<file path="src/rtl/sdd_pkg.sv">
// Shared types and constants for the sector disk DMA controller.
package sdd_pkg;

  // Words in one sector, and the width of a word offset inside it.
  localparam int SECTOR_WORDS = 128;
  localparam int WORD_W       = $clog2(SECTOR_WORDS);

  // Status register values and mask.
  localparam logic [3:0] STATUS_DONE  = 4'h4;
  localparam logic [3:0] STATUS_ERROR = 4'hc;
  localparam logic [3:0] STATUS_MASK  = 4'hf;

  // Register offsets from the base address, and the DMA step in bytes.
  localparam logic [31:0] OFS_POINTER = 32'd0;
  localparam logic [31:0] OFS_SECTOR  = 32'd4;
  localparam logic [31:0] OFS_STATUS  = 32'd8;
  localparam logic [31:0] WORD_BYTES  = 32'd4;

  // Interrupt line number that drives nothing.
  localparam logic [2:0] IRQ_NONE = 3'd7;

  // Configuration register indexes.
  typedef enum logic [1:0] {
    CFG_BASE    = 2'd0,
    CFG_COUNT   = 2'd1,
    CFG_IRQ     = 2'd2,
    CFG_PRESENT = 2'd3
  } cfg_index_t;

  // Input beat opcodes.
  typedef enum logic [1:0] {
    OP_BUS_RD = 2'd0,
    OP_BUS_WR = 2'd1,
    OP_TICK   = 2'd2,
    OP_RESP   = 2'd3
  } opcode_t;

  // Classified work handed from the front to the back.
  typedef enum logic [3:0] {
    KIND_NOP,
    KIND_RD_PTR,
    KIND_RD_SECT,
    KIND_RD_STAT,
    KIND_WR_PTR,
    KIND_WR_SECT,
    KIND_WR_STAT,
    KIND_TICK,
    KIND_RESP
  } kind_t;

  typedef struct packed {
    kind_t       kind;
    logic [31:0] data;
  } work_t;

  // Configuration as seen by the front and the back.
  typedef struct packed {
    logic [31:0] base_address;
    logic [6:0]  sector_count;
    logic [2:0]  irq_number;
    logic        image_present;
  } disk_cfg_t;

endpackage

</file>
<file path="src/rtl/sdd_front.sv">
// Front end: accepts input beats and classifies them into work items.
module sdd_front (
  input  logic              in_tvalid,
  output logic              in_tready,
  input  logic [1:0]        in_tuser,
  input  logic [63:0]       in_tdata,
  input  sdd_pkg::disk_cfg_t cfg,
  input  logic              q_ready,
  input  logic              clr_busy,
  output logic              q_push,
  output sdd_pkg::work_t    q_entry
);
  import sdd_pkg::*;

  logic [31:0] bus_addr;
  logic        hit_ptr;
  logic        hit_sect;
  logic        hit_stat;

  assign bus_addr = in_tdata[31:0];

  // Register decode; the offsets wrap at 32 bits like the bus does.
  assign hit_ptr  = (bus_addr == cfg.base_address + OFS_POINTER);
  assign hit_sect = (bus_addr == cfg.base_address + OFS_SECTOR);
  assign hit_stat = (bus_addr == cfg.base_address + OFS_STATUS);

  // Nothing is taken while the image store is being cleared.
  assign in_tready = q_ready & ~clr_busy;
  assign q_push    = in_tvalid & in_tready;

  // Classify the beat; bus accesses miss when no image is attached.
  always_comb begin
    q_entry.data = in_tdata[63:32];
    q_entry.kind = KIND_NOP;
    case (opcode_t'(in_tuser))
      OP_BUS_RD: begin
        if (cfg.image_present) begin
          if (hit_ptr) begin
            q_entry.kind = KIND_RD_PTR;
          end else if (hit_sect) begin
            q_entry.kind = KIND_RD_SECT;
          end else if (hit_stat) begin
            q_entry.kind = KIND_RD_STAT;
          end
        end
      end
      OP_BUS_WR: begin
        if (cfg.image_present) begin
          if (hit_ptr) begin
            q_entry.kind = KIND_WR_PTR;
          end else if (hit_sect) begin
            q_entry.kind = KIND_WR_SECT;
          end else if (hit_stat) begin
            q_entry.kind = KIND_WR_STAT;
          end
        end
      end
      OP_TICK: q_entry.kind = KIND_TICK;
      OP_RESP: q_entry.kind = KIND_RESP;
      default: q_entry.kind = KIND_NOP;
    endcase
  end

endmodule

</file>
<file path="config.mk">
export PLATFORM = sky130hd
export DESIGN_NAME = sdd_front
export DESIGN_NICKNAME = d
export VERILOG_FILES = /design/src/rtl/sdd_pkg.sv /design/src/rtl/sdd_front.sv
export SDC_FILE = /design/constraint.sdc
export NUM_CORES = 1
export LEC_CHECK = 0
export ABC_AREA = 1
export BUFFER_PORTS_ARGS = -buffer_cell sky130_fd_sc_hd__buf_2
export CORE_MARGIN = 5
export CORE_UTILIZATION = 40
export DETAILED_ROUTE_END_ITERATION = 7
export PLACE_DENSITY = 0.73
export SLEW_MARGIN = 10
export SYNTH_ARGS = -nofsm -noshare
export SYNTH_HDL_FRONTEND = slang
export SYNTH_SLANG_ARGS = --single-unit
</file>
<file path="constraint.sdc">
create_clock -name vclk -period 1.7
set_clock_uncertainty 0.05 [all_clocks]
set_input_delay 0 -clock vclk [all_inputs]
set_output_delay 0 -clock vclk [all_outputs]
set_load 0.05 [all_outputs]
</file>
# Word-level counts from Yosys, hierarchy flattened
# Cells that the tools add are included.
dict set report totals {
  regBits 0
  wordCells 21
  input_bits 112
}
dict set report classes {
  addsub 2
  bitwise 3
  n_reduce_logical 1
  mux 9
  n_eq_ne 6
}
# cell count
set op_table {}
lappend op_table {{32-bit equality test} 3}
lappend op_table {{32-bit by 3-bit adder with 32-bit output (second input constant)} 1}
lappend op_table {{32-bit by 4-bit adder with 32-bit output (second input constant)} 1}
lappend op_table {{4-bit one-hot mux with 4 select lines} 1}
lappend op_table {{3-bit two-way mux} 4}
lappend op_table {{2-bit two-way mux} 4}
lappend op_table {{2-bit equality test (second input constant)} 2}
lappend op_table {{1-bit AND} 2}
lappend op_table {{2-bit by 1-bit equality test with 1-bit output (second input constant)} 1}
lappend op_table {{2-bit logical NOT} 1}
lappend op_table {{1-bit inverter} 1}

# Longest topological paths before layout
dict set report logic_depth {
  depth_word 7
  mapped_depth 18
  depth_no_buf 18
}

# Worst setup path after synthesis
# No wires, ideal clock.
dict set report synth_path {
  kind {input to output}
  start {input port cfg[14] (netlist bit)}
  end {output port q_entry[34] (netlist bit)}
  required_time_ns 1.650
  arrival_time_ns 1.707
  stages 15
  n_path_buf 0
  path_slack_ns -0.057
  cell_sequence {ha_1 > nand2_1 > nor2_4 > nand2_1 > nor2_2 > nand2_1 > nand2_1 > o21ai_1 > nor2_1 > nand2_1 > nor2_2 > nand3_1 > nand3_1 > nand2_1 > nand2_1}
}
# element line_no
set synth_rtl {}
lappend synth_rtl {{start, declared} sdd_front.sv:7} ;# input sdd_pkg::disk_cfg_t cfg,
lappend synth_rtl {{end, declared} sdd_front.sv:11} ;# output sdd_pkg::work_t q_entry

==> metrics.md <==
| Metric | Value |
|---|---|
| Core area | `a little over 8000 sq um` |
| Max-Cap Viols | `0` |
| First-pass DRT Iterations | `6` |
| Fin. max-slew vios | `0` |
| Post-synth top area share | `0.298` |
| Synth area leader | `nand2_1` |
| Clock buffers | `0` |
| Final min period | `2.02 ns` |
| Crit path largest cell delay | `0.44 ns` |
| Die area | `10100 sq um` |
| Crit-path max FO | `5` |
| Crit path cell chain | `buf_2 > buf_4 > xor2_1 > o21ai_0 > nor2_2 > nand2_1 > nor2_2 > nand3_2 > nor2_2 > nand2_1 > nand2_1 > nand2_1 > nand2_1 > nand2_2 > buf_8` |
| Die Height | `around 100 microns` |
| Placer Congestion | `1.03` |
| Grt total ovfl | `0` |
| Crit end category | `output pin` |
| DR iter-0 viols | `around 490` |
| N_diodes | `0` |
| Via/cell ratio | `about 5.2` |
| Post-synth net total | `800` |
| Setup violators final | `3` |
| Cell area power density | `255 nW/um^2` |
| Setup_tns | `-0.860 ns` |
| IO buf count | `between 70 and 80` |
| # rows | `33` |
| IO Count | `150` |
| # DRC | `0` |
| Failing checks | `negative setup slack` |
| Dpl ws | `-0.576 ns` |
| Netlist Area Pre-Place | `3260 sq um` |
| Nets | `between 1000 and 1500` |
| Worst slew margin | `0.640` |
| Area growth from synthesis to layout | `65.2%` |
| Worst-margin pin slew | `around 0.54 ns` |
| Final ANT Viol Nets | `0` |
| Critical path launch point type | `input port` |
| Slack of the critical path | `-0.322 ns` |
| Fraction of layout cells with a size suffix above 1 | `0.371` |
| Vias | `~5300` |
| Initial antenna violation count | `0` |
| HP Class | `in -> out` |
| Die Span X | `between 100 and 150 microns` |
| Hold Fails Final Rpt | `0` |
| Flip-flop and latch count | `0` |
| Run status | `finished, violations left` |
| Final WL | `~15000 microns` |
| Leakage power | `roughly 0.0028 uW` |
| Arrival time worst endpoint | `roughly 2.0 ns` |
| Yosys cell types | `27` |
| Kind of critical path | `in -> out` |
| Worst-case hold slack | `between 0.2 and 0.3 ns` |
| Design Area, Final | `5390 sq um` |
| Largest net degree at the start of global routing | `9` |
| Maximum VDD drop | `~130 uV` |
| Mean Syn Cell Area | `4.75 sq um` |
| Synth Instances | `686` |
| Synth warn | `0` |
| First-pass GRT wire length | `approximately 22000 microns` |
| DP HPWL | `approximately 12000 microns` |
| Commonest cells post-synth | `259 x nand2_1, 101 x nor2_1, 85 x inv_1` |
| Critical Path Slowest Stage Cell | `xor2_1` |
| Area after DPL | `4600 sq um` |
| Overall Global Routing Usage | `0.277` |
| Wire per inst | `roughly 15 microns` |
| # fillers | `~800` |
| Most Frequent Cell on Critical Path | `nand2_1` |
| RSZ-0062 raised after global routing | `true` |
| Most numerous cell in the Yosys netlist | `nand2_1` |
| Vias in the first global route | `4658` |
| CP bufs+invs | `3` |
| Initial Util | `0.403` |
| Register area | `0 sq um` |
| Fmax | `a little under 500 MHz` |
| Final period util | `1.19` |
| Crit-path leading delay family | `simple AND/OR/NAND/NOR gates` |
| Area contributors post-synth | `nand2_1 30%, nor2_1 12%, nand3_1 10%, inv_1 9.8%, buf_4 7.4%` |
| Multi-input logic area | `around 3000 sq um` |
| Seq/Total Area, Yosys | `0` |
| Worst EP required | `approximately 1.7 ns` |
==> metal layers <==
metal	vias to the layer above	track usage	wire length, microns
met5	-	0	0
met4	0	0.0591	440
met1	2338	0.372	5840
met3	40	0.0417	1890
li1	2560	-	-
met2	352	0.466	6860
==> final timing paths <==
path | startpoint | endpoint | cells after the start
max | cfg[21] | q_entry[33] | 15
min | clr_busy | in_tready | 3
==> repair_timing <==
item | in CTS | in global routing
hold buffers | 32 | 0
buffers inserted | 4 | 5
endpoints found under the hold margin | 32 | 0
setup endpoints to repair | 3 | 3
pin swaps | 15 | 31
gates resized for setup | 56 | 59
==> report_power, final <==
part / switching (uW) / internal (uW)
combinational: 827 / 547
clock: 0 / 0
sequential: 0 / 0
==> tightest hold or removal path: stages <==
cell and delay [ns]:
buf_2 0.09, nor2_1 0.04, buf_2 0.20
==> cell families after synthesis <==
kind of cell	Yosys count	synth area share
AO/OA/AOI/OAI	30	0.0460
AND/OR/NAND/NOR	497	0.674
buffers and inverters	122	0.178
adder cells (fa/ha/maj)	2	0.00767
XOR/XNOR	35	0.0940
==> metrics by stage <==
stage,total power [uW],utilization,cells
after global routing,1480,0.666,1016
final,1370,0.666,1016
after floorplan,725,-,686
after detailed placement,1040,0.568,975
after global placement,1030,0.568,975
after CTS,1300,0.636,1011
==> area by class of cell <==
class                      count  area share
inverter                      88      0.0625
tap                          105      0.0244
timing repair buffer         259       0.356
multi-input combinational    564       0.558
==> placed cells by master, fill, tap and decap left out, types with 7 or more instances in the layout <==
cell type      Yosys  routed
a21oi_1           10       9
buf_2              2      70
buf_4             32     146
dlygate4sd3_1      0      32
inv_1             85      79
inv_2              3       7
nand2_1          259     236
nand2_2            9      24
nand2_4            1       9
nand3_1           68      59
nand3_2            1       8
nand4_1           22      22
nor2_1           101      71
nor2_2            10      29
nor2_4            10      21
o21ai_0           15      14
xnor2_1           16      16
xor2_1            19      19
Note: power is estimated with default switching activity, not from simulation.
