[src/rtl/sdd_pkg.sv]
// Shared types and constants for the sector disk DMA controller.
package sdd_pkg;

  // Words in one sector, and the width of a word offset inside it.
  localparam int SECTOR_WORDS = 128;
  localparam int WORD_W       = $clog2(SECTOR_WORDS);

  // Status register values and mask.
  localparam logic [3:0] STATUS_DONE  = 4'h4;
  localparam logic [3:0] STATUS_ERROR = 4'hc;
  localparam logic [3:0] STATUS_MASK  = 4'hf;

  // Register offsets from the base address, and the DMA step in bytes.
  localparam logic [31:0] OFS_POINTER = 32'd0;
  localparam logic [31:0] OFS_SECTOR  = 32'd4;
  localparam logic [31:0] OFS_STATUS  = 32'd8;
  localparam logic [31:0] WORD_BYTES  = 32'd4;

  // Interrupt line number that drives nothing.
  localparam logic [2:0] IRQ_NONE = 3'd7;

  // Configuration register indexes.
  typedef enum logic [1:0] {
    CFG_BASE    = 2'd0,
    CFG_COUNT   = 2'd1,
    CFG_IRQ     = 2'd2,
    CFG_PRESENT = 2'd3
  } cfg_index_t;

  // Input beat opcodes.
  typedef enum logic [1:0] {
    OP_BUS_RD = 2'd0,
    OP_BUS_WR = 2'd1,
    OP_TICK   = 2'd2,
    OP_RESP   = 2'd3
  } opcode_t;

  // Classified work handed from the front to the back.
  typedef enum logic [3:0] {
    KIND_NOP,
    KIND_RD_PTR,
    KIND_RD_SECT,
    KIND_RD_STAT,
    KIND_WR_PTR,
    KIND_WR_SECT,
    KIND_WR_STAT,
    KIND_TICK,
    KIND_RESP
  } kind_t;

  typedef struct packed {
    kind_t       kind;
    logic [31:0] data;
  } work_t;

  // Configuration as seen by the front and the back.
  typedef struct packed {
    logic [31:0] base_address;
    logic [6:0]  sector_count;
    logic [2:0]  irq_number;
    logic        image_present;
  } disk_cfg_t;

endpackage

[src/rtl/sdd_queue.sv]
// Two-entry queue of work items between the front and the back.
module sdd_queue (
  input  logic           clk,
  input  logic           rst_n,
  input  logic           push,
  input  sdd_pkg::work_t push_entry,
  output logic           ready,
  input  logic           pop,
  output logic           valid,
  output sdd_pkg::work_t head
);
  import sdd_pkg::*;

  work_t       slot_r [2];
  logic        wr_ptr_r, wr_ptr_nxt;
  logic        rd_ptr_r, rd_ptr_nxt;
  logic [1:0]  count_r, count_nxt;

  assign ready = (count_r != 2'd2);
  assign valid = (count_r != 2'd0);
  assign head  = slot_r[rd_ptr_r];

  // Pointer and fill-level update.
  always_comb begin
    wr_ptr_nxt = push ? ~wr_ptr_r : wr_ptr_r;
    rd_ptr_nxt = pop ? ~rd_ptr_r : rd_ptr_r;
    count_nxt  = count_r;
    if (push && !pop) begin
      count_nxt = count_r + 2'd1;
    end else if (pop && !push) begin
      count_nxt = count_r - 2'd1;
    end
  end

  always_ff @(posedge clk) begin
    if (!rst_n) begin
      wr_ptr_r <= 1'b0;
      rd_ptr_r <= 1'b0;
      count_r  <= 2'd0;
    end else begin
      wr_ptr_r <= wr_ptr_nxt;
      rd_ptr_r <= rd_ptr_nxt;
      count_r  <= count_nxt;
    end
  end

  // Entry storage needs no reset.
  always_ff @(posedge clk) begin
    if (push) begin
      slot_r[wr_ptr_r] <= push_entry;
    end
  end

endmodule

[config.mk]
export PLATFORM = sky130hd
export DESIGN_NAME = sdd_queue
export DESIGN_NICKNAME = d
export VERILOG_FILES = /design/src/rtl/sdd_pkg.sv /design/src/rtl/sdd_queue.sv
export SDC_FILE = /design/constraint.sdc
export NUM_CORES = 1
export LEC_CHECK = 0
export ABC_AREA = 1
export BUFFER_PORTS_ARGS = -buffer_cell sky130_fd_sc_hd__buf_2
export CAP_MARGIN = 40
export CORE_ASPECT_RATIO = 0.8
export CORE_MARGIN = 5
export CORE_UTILIZATION = 45
export CTS_BUF_LIST = sky130_fd_sc_hd__clkbuf_2 sky130_fd_sc_hd__clkbuf_4 sky130_fd_sc_hd__clkbuf_8
export DETAILED_ROUTE_END_ITERATION = 10
export PLACE_DENSITY = 0.77
export RECOVER_POWER = 25
export SLEW_MARGIN = 20
export SYNTH_ARGS = -nofsm -noshare
export SYNTH_HDL_FRONTEND = slang
export SYNTH_SLANG_ARGS = --single-unit
[constraint.sdc]
create_clock -name clk -period 2.9 [get_ports clk]
set_input_delay 0.145 -clock clk [delete_from_list [all_inputs] [get_ports clk]]
set_output_delay 0.145 -clock clk [all_outputs]
set_load 0.02 [all_outputs]
# ---- Yosys cells after proc, flatten, opt, wreduce, memory -nomap -nowiden
# Memory sizes are Yosys's and may differ from the RTL's. A register that Yosys moved wholly into a read port is not among the register bits.
# Cells that the tools add are included.
# W data, S select, Z words.
dict set report word_totals {
  n_memories 1
  output_inout_bits 38
  ff_bits 4
  in_bits 40
  elab_cells 21
  mem_bits_rw 72
}
# memory depth word_bits read_ports rd_clocked_by_memory_dff write_ports line_no
set mem_list {}
lappend mem_list {slot_r 2 36 1 1 1 sdd_queue.sv:14} ;# work_t slot_r [2];
dict set report op_classes {
  reduce_logical 6
  n_eq_ne 1
  add_sub_neg 2
  n_mux 6
  bitwise 2
}
# operator count
set ops {}
lappend ops {{$mux W1} 4}
lappend ops {{$mux W2} 2}
lappend ops {{$reduce_bool A2 Y1} 2}
lappend ops {{$add A2 B1 Y2 const B} 1}
lappend ops {{$logic_and A1 B1 Y1} 2}
lappend ops {{$logic_not A1 Y1} 2}
lappend ops {{$ne A2 B2 Y1 const B} 1}
lappend ops {{$not A1 Y1} 2}
lappend ops {{$sub A2 B1 Y2 const B} 1}

# ---- Depth between registers and ports, before layout
# Gate-level depths: netlist of run 1.
dict set report logic_depth {
  ltp_word 4
  depth_mapped 8
  mapped_depth_nobuf 8
}

# ---- Worst setup path before layout of run 1
# No wires, ideal clock.
dict set report synth_timing {
  path_kind {register to register}
  startpoint {register wr_ptr_r}
  endpoint {memory slot_r[0][0] (netlist name) (enable)}
  t_required_ps 2470
  period_less_slack_ps 2271
  slack_ps 629
  path_stages_with_launch 2
  setup_ps 430
  arrival_ps 1841
  path_buffers 0
  cell_sequence {dfxtp_1 nor2_1}
}
# element line_no
set synth_lines {}
lappend synth_lines {{start, declared} sdd_queue.sv:15} ;# logic wr_ptr_r, wr_ptr_nxt;
lappend synth_lines {{start signal, assigned} sdd_queue.sv:41} ;# wr_ptr_r <= wr_ptr_nxt;
lappend synth_lines {{end, declared} sdd_queue.sv:14}
# Straight into the memory's write port.

==> results of run 1 <==
## worst min-delay path: stages
cell,delay [ns]
sky130_fd_sc_hd__buf_2,0.13
sky130_fd_sc_hd__nand2_1,0.07
sky130_fd_sc_hd__nor2_1,0.03
## sequential cells by signal (all words and copies together), names as in the netlist, named ones only
signal	flops
count_r	2
rd_ptr_r	1
wr_ptr_r	1
slot_r	72
## area by class of cell
class	instances	area, um^2
well taps	84	105
clock buffers	10	131
repair buffers	116	759
clock inverters	6	70.1
fillers	477	2430
flip-flops and latches	77	2260
multi-input cells	58	623
inverters	8	30.0
## power groups by stage
stage	combinational [mW]	sequential, mW	clock, mW
2_1_floorplan	0.211	1.32	0
3_3_place_gp	0.290	1.33	0
3_5_place_dp	0.297	1.33	0
4_1_cts	0.335	1.31	0.824
5_1_grt	0.353	1.31	0.869
6_report	0.330	1.31	0.796
## cell families (layout without fill, tap and decap cells)
kind of cell,Yosys count,after routing,share of synthesized area (%)
DFF,77,77,75.9
muxes,36,36,17.4
and+or+nand+nor,19,19,2.52
buffers and inverters,12,140,3.40
AOI/OAI and AO/OA,2,2,0.336
adders and majority gates,1,1,0.420
## routing by layer
layer,GRT usage [%],up-vias
li1,-,797
met1,14.5,794
met5,0,-
met2,26.9,59
met3,6.52,5
met4,3.32,0
## how the worst max path moves through the flow
stage                        start            end  slack (ns)
after floorplan           wr_ptr_r   slot_r[0][0]        0.63
after global routing      register       head[34]        0.86
after detailed placement  wr_ptr_r  slot_r[1][18]        1.23
final                     register       head[34]        0.97
after global placement    wr_ptr_r  slot_r[1][18]        1.27
after CTS                 register       head[34]        0.92
## placed cells by master, fill, tap and decap left out, types with 2 or more instances in the layout
master and n:
sky130_fd_sc_hd__buf_2 59, sky130_fd_sc_hd__buf_4 2, sky130_fd_sc_hd__clkbuf_1 17, sky130_fd_sc_hd__clkbuf_8 9
sky130_fd_sc_hd__clkinvlp_4 3, sky130_fd_sc_hd__dfxtp_1 4, sky130_fd_sc_hd__dlygate4sd3_1 36, sky130_fd_sc_hd__edfxtp_1 72
sky130_fd_sc_hd__inv_1 8, sky130_fd_sc_hd__inv_6 2, sky130_fd_sc_hd__mux2_2 6, sky130_fd_sc_hd__mux2_4 30
sky130_fd_sc_hd__nand2_1 10, sky130_fd_sc_hd__nor2_1 6
## through the flow
step	area [um^2]	hold WS [ns]	instances	util, %
after floorplan	2980	0.244	147	-
after global placement	3440	0.334	307	53.7
after detailed placement	3440	0.337	307	53.7
after CTS	4000	0.0448	359	62.5
after global routing	3980	0.0521	359	62.1
final	3980	0.0693	359	62.1
==> tab_implementation.tex, run 1 <==
\begin{tabular}{lr}
\hline
Metric & Value \\
\hline
\multicolumn{2}{l}{\textbf{CTS}} \\
\quad Number of setup buffers added after CTS & 0 \\
\quad Clk\_lat worst skew & approximately 0.34 ns \\
\quad CTS tree & yes \\
\quad Post-CTS Resized & 0 \\
\quad Hold buffers post-CTS & 36 \\
\quad TritonCTS Buffers & 9 \\
\quad Htree depth & 3 \\
\quad Library cell used as clock root buffer & sky130\_fd\_sc\_hd\_\_clkbuf\_8 \\
\quad Clock-pin transition on the worst setup and hold timing paths & $\sim$0.080 ns \\
\quad Max Buffers Root-to-Sink & 2 \\
\quad CTS Sinks & 77 \\
\multicolumn{2}{l}{\textbf{Timing}} \\
\quad Relative max-transition margin & approximately three fifths \\
\quad Final worst path period share & between 60\% and 70\% \\
\quad Fin Clk Skew & between 0.003 and 0.004 ns \\
\quad Slew at the pin closest to its max-slew limit & 0.606 ns \\
\quad Unrepaired setup endpoints after global routing & no \\
\quad Tmin final & 1.93 ns \\
\quad Slew Limit Fails & 0 \\
\quad Final critical-path setup slack & a little under 1 ns \\
\quad Maximum frequency from static timing analysis & $\sim$0.52 GHz \\
\quad Post-route setup TNS & 0 ns \\
\quad Hold violation count in the final report & 0 \\
\quad Setup violations, final & 0 \\
\multicolumn{2}{l}{\textbf{Global route}} \\
\quad Gr usage total & 14.3\% \\
\quad Antenna violations before repair & 0 \\
\quad Maximum number of pins on one net before global-route repair & 24 \\
\quad Global-route wire length before repair & about 8600 um \\
\quad Remaining global-route overflow & 0 \\
\quad Number of global-route vias before repair & around 1800 \\
\multicolumn{2}{l}{\textbf{Critical path}} \\
\quad Library cell contributing the largest single delay on the critical path & sky130\_fd\_sc\_hd\_\_dfxtp\_2 \\
\quad Worst-path maximum fanout & 22 \\
\quad Sequence of cells on the critical path & buf\_12 -> mux2\_2 -> buf\_2 \\
\quad Reg-to-reg setup timing slack & approximately 1.2 ns \\
\quad Critical R2R Launch & wr\_ptr\_r \\
\quad End of the worst register-to-register path & slot\_r[1][26] \\
\quad Arrival time of data at the critical path endpoint & 1.78 ns \\
\quad Reg2Reg Depth & 3 \\
\quad Data required, critical path & approximately 2.8 ns \\
\quad Delay-heaviest family, CP & flip-flops \\
\quad Crit path depth & 3 \\
\quad Critical path capture point type & output pin \\
\quad CP peak stage delay & $\sim$0.65 ns \\
\quad Element type at the critical path start & register \\
\quad Worst Path Class, Setup & register to output pin \\
\quad Critical path buffer and inverter count & 2 \\
\multicolumn{2}{l}{\textbf{Logic synthesis}} \\
\quad Sequential element share of the synthesized area & around 76\% \\
\quad Synthesis-stage register bit count & between 70 and 80 \\
\quad Number of enable-type register cells in the synthesized netlist & 72 \\
\quad Number of instances in the synthesized netlist & about 150 \\
\quad Number of distinct library cell variants in the gate-level netlist after synthesis & 14 \\
\quad Most frequent cell after synthesis & sky130\_fd\_sc\_hd\_\_edfxtp\_1 \\
\quad Largest cells by area after synthesis & sky130\_fd\_sc\_hd\_\_edfxtp\_1, sky130\_fd\_sc\_hd\_\_mux2\_4, sky130\_fd\_sc\_hd\_\_dfxtp\_1 \\
\quad Post-synthesis net count & 188 \\
\quad Top cells by instance count after synthesis & sky130\_fd\_sc\_hd\_\_edfxtp\_1, sky130\_fd\_sc\_hd\_\_mux2\_4, sky130\_fd\_sc\_hd\_\_nand2\_1, sky130\_fd\_sc\_hd\_\_inv\_1, sky130\_fd\_sc\_hd\_\_nor2\_1 \\
\quad Cell accounting for the most synthesized area & sky130\_fd\_sc\_hd\_\_edfxtp\_1 \\
\quad Portion of synthesized cell area occupied by the leading cell type & 72.6\% \\
\quad Warnings from Yosys & 0 \\
\quad Average instance area after synthesis & about 20 um\^{}2 \\
\quad Primary FF master, synth & sky130\_fd\_sc\_hd\_\_edfxtp\_1 \\
\quad Cell area after synthesis & 0.00298 mm\^{}2 \\
\quad Async set or reset register ratio after synthesis & 0\% \\
\multicolumn{2}{l}{\textbf{Power and ir drop}} \\
\quad Internal & 1.85 mW \\
\quad Total Power Consumption & approximately 2.4 mW \\
\quad Relative contribution of sequential cells to total power & about 54\% \\
\quad P\_sw & 0.578 mW \\
\quad Fraction of power consumed by the clock network & between 30\% and 40\% \\
\quad Total power divided by cell area & 611 mW/mm\^{}2 \\
\quad Leakage component of the power & 1.58 nW \\
\quad Comb power frac & between 10\% and 20\% \\
\quad Worst supply voltage drop on vdd & approximately 0.00044 V \\
\quad Switch share & between 20\% and 30\% \\
\multicolumn{2}{l}{\textbf{Worst hold path}} \\
\quad Path type of the worst min-delay path & primary input to register \\
\quad Source of the worst hold timing path & rst\_n \\
\quad End point of the worst hold path & wr\_ptr\_r \\
\quad Hold-critical path depth & 3 \\
\multicolumn{2}{l}{\textbf{Run}} \\
\quad Total of max-cap violations & 0 \\
\multicolumn{2}{l}{\textbf{Floorplan}} \\
\quad Standard cell core area & approximately 0.0064 mm\^{}2 \\
\quad Die width & $\sim$100 um \\
\quad Boundary Pins & $\sim$80 \\
\quad Initial core utilization & 46.5\% \\
\quad Standard-cell row count & 26 \\
\quad DIE HEIGHT & 82.8 um \\
\quad Die Outline Area & approximately 0.0084 mm\^{}2 \\
\multicolumn{2}{l}{\textbf{Place}} \\
\quad Place WS & approximately 1.2 ns \\
\quad Number of I/O port buffers & between 70 and 80 \\
\quad GPL Wtd Cong & a little under 0.7 \\
\quad HPWL after DPL & between 3000 and 4000 um \\
\multicolumn{2}{l}{\textbf{Detailed routing}} \\
\quad Antenna viol nets, final & 0 \\
\quad Average vias per placed instance & around 4.6 \\
\quad Detailed Route WL & 5490 um \\
\quad Post-DR wirelength/cell & about 15 um \\
\quad Detailed Route Iter0 Violations & between 50 and 60 \\
\quad Wire length on met3 & about 420 um \\
\quad Uppermost routed layer & met4 \\
\quad DR pass1 iterations & 4 \\
\quad Via count & between 1500 and 2000 \\
\quad Metal2 WL & about 3000 um \\
\quad Wire length on met1 & 2120 um \\
\quad Final routed DRC violation total & 0 \\
\multicolumn{2}{l}{\textbf{Layout}} \\
\quad Ratio of cells with drive above 1 in the final layout & 42.5\% \\
\quad Antenna diode count & 0 \\
\quad Total Nets Final & 311 \\
\quad Area Overhead vs Synth & 33.7\% \\
\multicolumn{2}{l}{\textbf{Status}} \\
\quad Outcome & finished, final reports clean \\
\hline
\end{tabular}
Power figures use the tool's default switching activity.
==> run 2, diff against run 1 <==
Settings changed: PLACE_DENSITY 0.77 to 0.79.
Clock period 2.9 ns to 1.58 ns, I/O delays scaled along.
==> tab_implementation.tex, run 2 (synthesized netlist as in run 1, its figures left out) <==
\begin{tabular}{lr}
\hline
Metric & Value \\
\hline
\multicolumn{2}{l}{\textbf{Layout}} \\
\quad Area Overhead vs Synth & 37.3\% \\
\quad Fill cell count & $\sim$480 \\
\quad Area of the multi-input gates & just over 600 um\^{}2 \\
\quad Largest register by flop count & slot\_r \\
\quad Highest-count cells in the layout ignoring fill and taps & sky130\_fd\_sc\_hd\_\_edfxtp\_1, sky130\_fd\_sc\_hd\_\_buf\_2, sky130\_fd\_sc\_hd\_\_dlygate4sd3\_1, sky130\_fd\_sc\_hd\_\_mux2\_4, sky130\_fd\_sc\_hd\_\_clkbuf\_1 \\
\quad Registers with the most flip-flops & slot\_r (72), count\_r (2) \\
\quad Most common library cell in the layout ignoring fill and taps & sky130\_fd\_sc\_hd\_\_edfxtp\_1 \\
\quad Antenna diode count & 0 \\
\quad Ratio of cells with drive above 1 in the final layout & a little over two fifths \\
\quad Max FFs per register & 72 \\
\quad Total Nets Final & about 320 \\
\quad Footprint of the flip-flops and latches & 0.00227 mm\^{}2 \\
\multicolumn{2}{l}{\textbf{Timing}} \\
\quad Setup violations, final & 0 \\
\quad Tmin final & approximately 1.5 ns \\
\quad Fin Clk Skew & 0.00657 ns \\
\quad Hold violation count in the final report & 0 \\
\quad Post-route setup TNS & 0 ns \\
\quad Final worst path period share & between 90\% and 100\% \\
\quad Relative max-transition margin & between 80\% and 90\% \\
\quad Unrepaired setup endpoints after global routing & no \\
\quad Slew Limit Fails & 0 \\
\quad Maximum frequency from static timing analysis & around 0.67 GHz \\
\quad Slew at the pin closest to its max-slew limit & 0.214 ns \\
\quad Hold WS & $\sim$0.033 ns \\
\multicolumn{2}{l}{\textbf{Critical path}} \\
\quad Reg2Reg Depth & 3 \\
\quad CP peak stage delay & $\sim$0.39 ns \\
\quad Arrival time of data at the critical path endpoint & between 1 and 1.5 ns \\
\quad Critical R2R Launch & wr\_ptr\_r \\
\quad Critical path buffer and inverter count & 2 \\
\quad Worst-path maximum fanout & 14 \\
\quad Data required, critical path & around 1.5 ns \\
\quad End of the worst register-to-register path & slot\_r[1][0] \\
\quad Critical path capture point type & output pin \\
\quad Library cell contributing the largest single delay on the critical path & sky130\_fd\_sc\_hd\_\_dfxtp\_4 \\
\quad Worst Path Class, Setup & register to output pin \\
\quad Element type at the critical path start & register \\
\quad Delay-heaviest family, CP & flip-flops \\
\quad Reg-to-reg setup timing slack & approximately 0.43 ns \\
\quad Sequence of cells on the critical path & buf\_12 -> mux2\_2 -> buf\_2 \\
\multicolumn{2}{l}{\textbf{Power and ir drop}} \\
\quad Total Power Consumption & 4.65 mW \\
\quad Total power divided by cell area & around 1100 mW/mm\^{}2 \\
\quad Worst supply voltage drop on vdd & around 0.00084 V \\
\quad Leakage component of the power & about 1.6 nW \\
\multicolumn{2}{l}{\textbf{Detailed routing}} \\
\quad Detailed Route Iter0 Violations & 46 \\
\quad Detailed Route WL & roughly 5500 um \\
\quad Post-DR wirelength/cell & approximately 15 um \\
\quad Via count & 1678 \\
\quad Antenna viol nets, final & 0 \\
\quad Final routed DRC violation total & 0 \\
\quad Average vias per placed instance & $\sim$4.6 \\
\quad DR pass1 iterations & 4 \\
\multicolumn{2}{l}{\textbf{Worst hold path}} \\
\quad Path type of the worst min-delay path & primary input to register \\
\quad Hold-critical path depth & 3 \\
\quad Source of the worst hold timing path & pop \\
\quad End point of the worst hold path & rd\_ptr\_r \\
\multicolumn{2}{l}{\textbf{CTS}} \\
\quad CTS tree & yes \\
\quad Number of setup buffers added after CTS & 0 \\
\quad Htree depth & 3 \\
\quad CTS Sinks & just under 80 \\
\quad Clk\_lat worst skew & approximately 0.34 ns \\
\quad TritonCTS Buffers & 9 \\
\quad Max Buffers Root-to-Sink & 2 \\
\quad Library cell used as clock root buffer & sky130\_fd\_sc\_hd\_\_clkbuf\_8 \\
\quad Clock-pin transition on the worst setup and hold timing paths & $\sim$0.080 ns \\
\multicolumn{2}{l}{\textbf{Global route}} \\
\quad Number of global-route vias before repair & 1836 \\
\quad Global-route wire length before repair & around 8700 um \\
\quad Maximum number of pins on one net before global-route repair & 37 \\
\quad Gr usage total & about 14\% \\
\quad Remaining global-route overflow & 0 \\
\quad Antenna violations before repair & 0 \\
\multicolumn{2}{l}{\textbf{Floorplan}} \\
\quad Initial core utilization & a little under half \\
\quad Standard-cell row count & 26 \\
\quad DIE HEIGHT & about 83 um \\
\quad Die Outline Area & $\sim$0.0084 mm\^{}2 \\
\quad Standard cell core area & 0.00641 mm\^{}2 \\
\quad Die width & a little over 100 um \\
\quad Boundary Pins & 78 \\
\multicolumn{2}{l}{\textbf{Place}} \\
\quad HPWL after DPL & roughly 3400 um \\
\quad Number of I/O port buffers & between 70 and 80 \\
\quad GPL Wtd Cong & around 0.65 \\
\multicolumn{2}{l}{\textbf{Run}} \\
\quad Total of max-cap violations & 0 \\
\multicolumn{2}{l}{\textbf{Status}} \\
\quad Outcome & finished, final reports clean \\
\hline
\end{tabular}
-- run 2: cell types whose count changed in the layout (fill, tap and decap cells not counted), sizes merged --
cell / previous run / this run
dlygate4sd3: 36 / 38
buf: 62 / 65
inv: 10 / 8
clkinvlp: 3 / 1
clkinv: 0 / 2
bufinv: 1 / 2
-- run 2: layout make-up --
class                   count  share of cell area (%)
clock buffers              11                    3.40
clock inverters             5                    2.08
inverters                   8                   0.734
multi-input cells          58                    15.2
flip-flops and latches     77                    55.4
well taps                  84                    2.57
repair buffers            120                    20.6
-- run 2: what timing repair did --
action,in CTS,in global routing
hold endpoints to repair,74,0
setup endpoints to repair,0,6
hold buffers,38,0
gates resized for setup,0,2
-- run 2: metrics by stage --
step	cell area, um^2	cells	setup slack (ns)	util, %
after floorplan	2990	147	0.0214	-
after global placement	3470	308	0.428	54.2
after detailed placement	3470	308	0.400	54.2
after CTS	4080	362	0.00143	63.6
after global routing	4090	363	0.0150	63.8
final	4090	363	0.0779	63.8
-- run 2: how the worst max path moves through the flow --
stage | start | to | slack (ns) | depth (start not counted)
after floorplan | wr_ptr_r | slot_r[1][0] | 0.02 | 2
after global placement | register | head[35] | 0.43 | 3
after detailed placement | register | head[33] | 0.40 | 3
after CTS | register | head[33] | 0.001 | 3
after global routing | register | head[33] | 0.02 | 3
final | register | head[28] | 0.08 | 3
-- run 2: power by group --
part / internal, mW / total [mW] / switching [mW]
sequential: 2.35 / 2.39 / 0.0343
clock: 0.930 / 1.62 / 0.687
combinational: 0.318 / 0.643 / 0.325
-- run 2: metal layers --
metal	vias to the layer above	global-route usage, %	routed length [um]
met5	-	0	0
met4	0	4.78	70
met3	10	6.60	486
met2	65	24.9	2800
met1	798	15.1	2130
li1	805	-	-
-- run 2: worst min-delay path, delay by kind of cell --
family                 cells  cell delay (ns)
AND/OR/NAND/NOR            2             0.16
buffers and inverters      1             0.10
==> run 3, diff against run 2 <==
Settings changed: CORE_ASPECT_RATIO 0.8 to not set.
==> tab_implementation.tex, run 3 (synthesized netlist as in run 1, its figures left out) <==
\begin{tabular}{lr}
\hline
Metric & Value \\
\hline
\multicolumn{2}{l}{\textbf{Timing}} \\
\quad Hold violation count in the final report & 0 \\
\quad Relative max-transition margin & 76.8\% \\
\quad Fin Clk Skew & roughly 0.0068 ns \\
\quad Maximum frequency from static timing analysis & $\sim$0.67 GHz \\
\quad Setup violations, final & 0 \\
\quad Post-route setup TNS & 0 ns \\
\quad Unrepaired setup endpoints after global routing & no \\
\quad Final worst path period share & a little over nine tenths \\
\quad Slew at the pin closest to its max-slew limit & between 0.3 and 0.4 ns \\
\quad Hold WS & between 0.015 and 0.02 ns \\
\quad Final critical-path setup slack & between 0.08 and 0.09 ns \\
\quad Tmin final & about 1.5 ns \\
\quad Slew Limit Fails & 0 \\
\multicolumn{2}{l}{\textbf{Layout}} \\
\quad Area Overhead vs Synth & 36.0\% \\
\quad Most common library cell in the layout ignoring fill and taps & sky130\_fd\_sc\_hd\_\_edfxtp\_1 \\
\quad Fill cell count & between 400 and 500 \\
\quad Registers with the most flip-flops & slot\_r (72), count\_r (2) \\
\quad Max FFs per register & a little over 70 \\
\quad Total Nets Final & between 300 and 400 \\
\quad Ratio of cells with drive above 1 in the final layout & a little over two fifths \\
\quad Largest register by flop count & slot\_r \\
\quad Footprint of the flip-flops and latches & around 0.0023 mm\^{}2 \\
\quad Area of the multi-input gates & 623 um\^{}2 \\
\quad Antenna diode count & 0 \\
\quad Highest-count cells in the layout ignoring fill and taps & sky130\_fd\_sc\_hd\_\_edfxtp\_1, sky130\_fd\_sc\_hd\_\_buf\_2, sky130\_fd\_sc\_hd\_\_dlygate4sd3\_1, sky130\_fd\_sc\_hd\_\_mux2\_4, sky130\_fd\_sc\_hd\_\_clkbuf\_1 \\
\multicolumn{2}{l}{\textbf{Worst hold path}} \\
\quad Hold-critical path depth & 3 \\
\quad Source of the worst hold timing path & push \\
\quad End point of the worst hold path & wr\_ptr\_r \\
\quad Path type of the worst min-delay path & primary input to register \\
\multicolumn{2}{l}{\textbf{Critical path}} \\
\quad Worst Path Class, Setup & register to output pin \\
\quad Data required, critical path & approximately 1.5 ns \\
\quad Critical R2R Launch & wr\_ptr\_r \\
\quad Arrival time of data at the critical path endpoint & roughly 1.4 ns \\
\quad Reg-to-reg setup timing slack & between 0.3 and 0.4 ns \\
\quad End of the worst register-to-register path & slot\_r[1][27] \\
\quad Critical path capture point type & output pin \\
\quad Reg2Reg Depth & 3 \\
\quad Element type at the critical path start & register \\
\quad Worst-path maximum fanout & 18 \\
\multicolumn{2}{l}{\textbf{Global route}} \\
\quad Remaining global-route overflow & 0 \\
\quad Gr usage total & between 10\% and 20\% \\
\quad Global-route wire length before repair & 8550 um \\
\quad Antenna violations before repair & 0 \\
\quad Number of global-route vias before repair & around 1900 \\
\quad Maximum number of pins on one net before global-route repair & 26 \\
\multicolumn{2}{l}{\textbf{Place}} \\
\quad GPL Wtd Cong & $\sim$0.64 \\
\quad Number of I/O port buffers & 77 \\
\quad HPWL after DPL & 3340 um \\
\quad Place WS & roughly 0.34 ns \\
\multicolumn{2}{l}{\textbf{Detailed routing}} \\
\quad Post-DR wirelength/cell & 14.6 um \\
\quad Average vias per placed instance & about 4.6 \\
\quad Detailed Route Iter0 Violations & 44 \\
\quad Detailed Route WL & 5190 um \\
\quad Antenna viol nets, final & 0 \\
\quad Via count & 1621 \\
\quad Final routed DRC violation total & 0 \\
\quad DR pass1 iterations & 4 \\
\multicolumn{2}{l}{\textbf{Status}} \\
\quad Outcome & finished, final reports clean \\
\multicolumn{2}{l}{\textbf{Power and ir drop}} \\
\quad Total power divided by cell area & roughly 1200 mW/mm\^{}2 \\
\quad Total Power Consumption & 4.72 mW \\
\quad Worst supply voltage drop on vdd & around 0.0008 V \\
\quad Leakage component of the power & 1.64 nW \\
\multicolumn{2}{l}{\textbf{Floorplan}} \\
\quad Initial core utilization & a little under half \\
\quad Standard-cell row count & 29 \\
\quad Standard cell core area & $\sim$0.0064 mm\^{}2 \\
\quad Boundary Pins & between 70 and 80 \\
\quad Die Outline Area & between 0.008 and 0.009 mm\^{}2 \\
\quad DIE HEIGHT & between 90 and 100 um \\
\quad Die width & 91.4 um \\
\multicolumn{2}{l}{\textbf{CTS}} \\
\quad Number of setup buffers added after CTS & 0 \\
\quad Clock-pin transition on the worst setup and hold timing paths & approximately 0.070 ns \\
\quad TritonCTS Buffers & 9 \\
\quad Clk\_lat worst skew & 0.33 ns \\
\quad CTS Sinks & slightly below 80 \\
\quad CTS tree & yes \\
\quad Library cell used as clock root buffer & sky130\_fd\_sc\_hd\_\_clkbuf\_8 \\
\quad Htree depth & 3 \\
\quad Max Buffers Root-to-Sink & 2 \\
\multicolumn{2}{l}{\textbf{Run}} \\
\quad Total of max-cap violations & 0 \\
\hline
\end{tabular}
run 3: worst max-delay path by stage:
stage / start / endpoint / slack, ns
detailed placement: register / head[32] / 0.34
global placement: register / head[32] / 0.36
global route: register / head[20] / 0.009
CTS: register / head[32] / 0.03
finish: register / head[34] / 0.08
floorplan: wr_ptr_r / slot_r[1][0] / 0.02
run 3: power breakdown:
| part | switching, mW | leakage (nW) | internal, mW |
|---|---|---|---|
| Clock | 0.663 | 0.116 | 1.05 |
| Sequential | 0.0333 | 0.718 | 2.35 |
| Combinational | 0.315 | 0.802 | 0.306 |
run 3: worst max-delay path, stage by stage (launching register included):
cell and delay (ns):
sky130_fd_sc_hd__dfxtp_2 0.37, sky130_fd_sc_hd__buf_12 0.18, sky130_fd_sc_hd__mux2_2 0.36, sky130_fd_sc_hd__buf_2 0.16
run 3: routing by layer:
layer	part of all wire [%]	wire length [um]	GRT usage [%]
met5	0	0	0
met4	2.0	105	7.46
met3	6.3	327	4.30
met2	55	2870	23.8
met1	36	1890	13.4
run 3: per-stage QoR:
stage | instance area [um^2] | std cells | utilization, %
floorplan | 2990 | 147 | -
global placement | 3460 | 303 | 54.1
detailed placement | 3460 | 303 | 54.1
CTS | 4060 | 356 | 63.6
global route | 4050 | 356 | 63.4
finish | 4050 | 356 | 63.4
run 3: cell type report:
cell class              count  share of cell area (%)
clock buffers              10                    3.24
clock inverters             6                    2.50
inverters                   8                   0.741
multi-input cells          58                    15.4
flip-flops and latches     77                    55.9
well taps                  77                    2.38
repair buffers            120                    19.9
run 3: repair_timing:
action,in CTS,in global routing
endpoints found under the setup margin,18,4
hold endpoints to repair,74,0
resized for setup,1,1
hold buffers,37,0
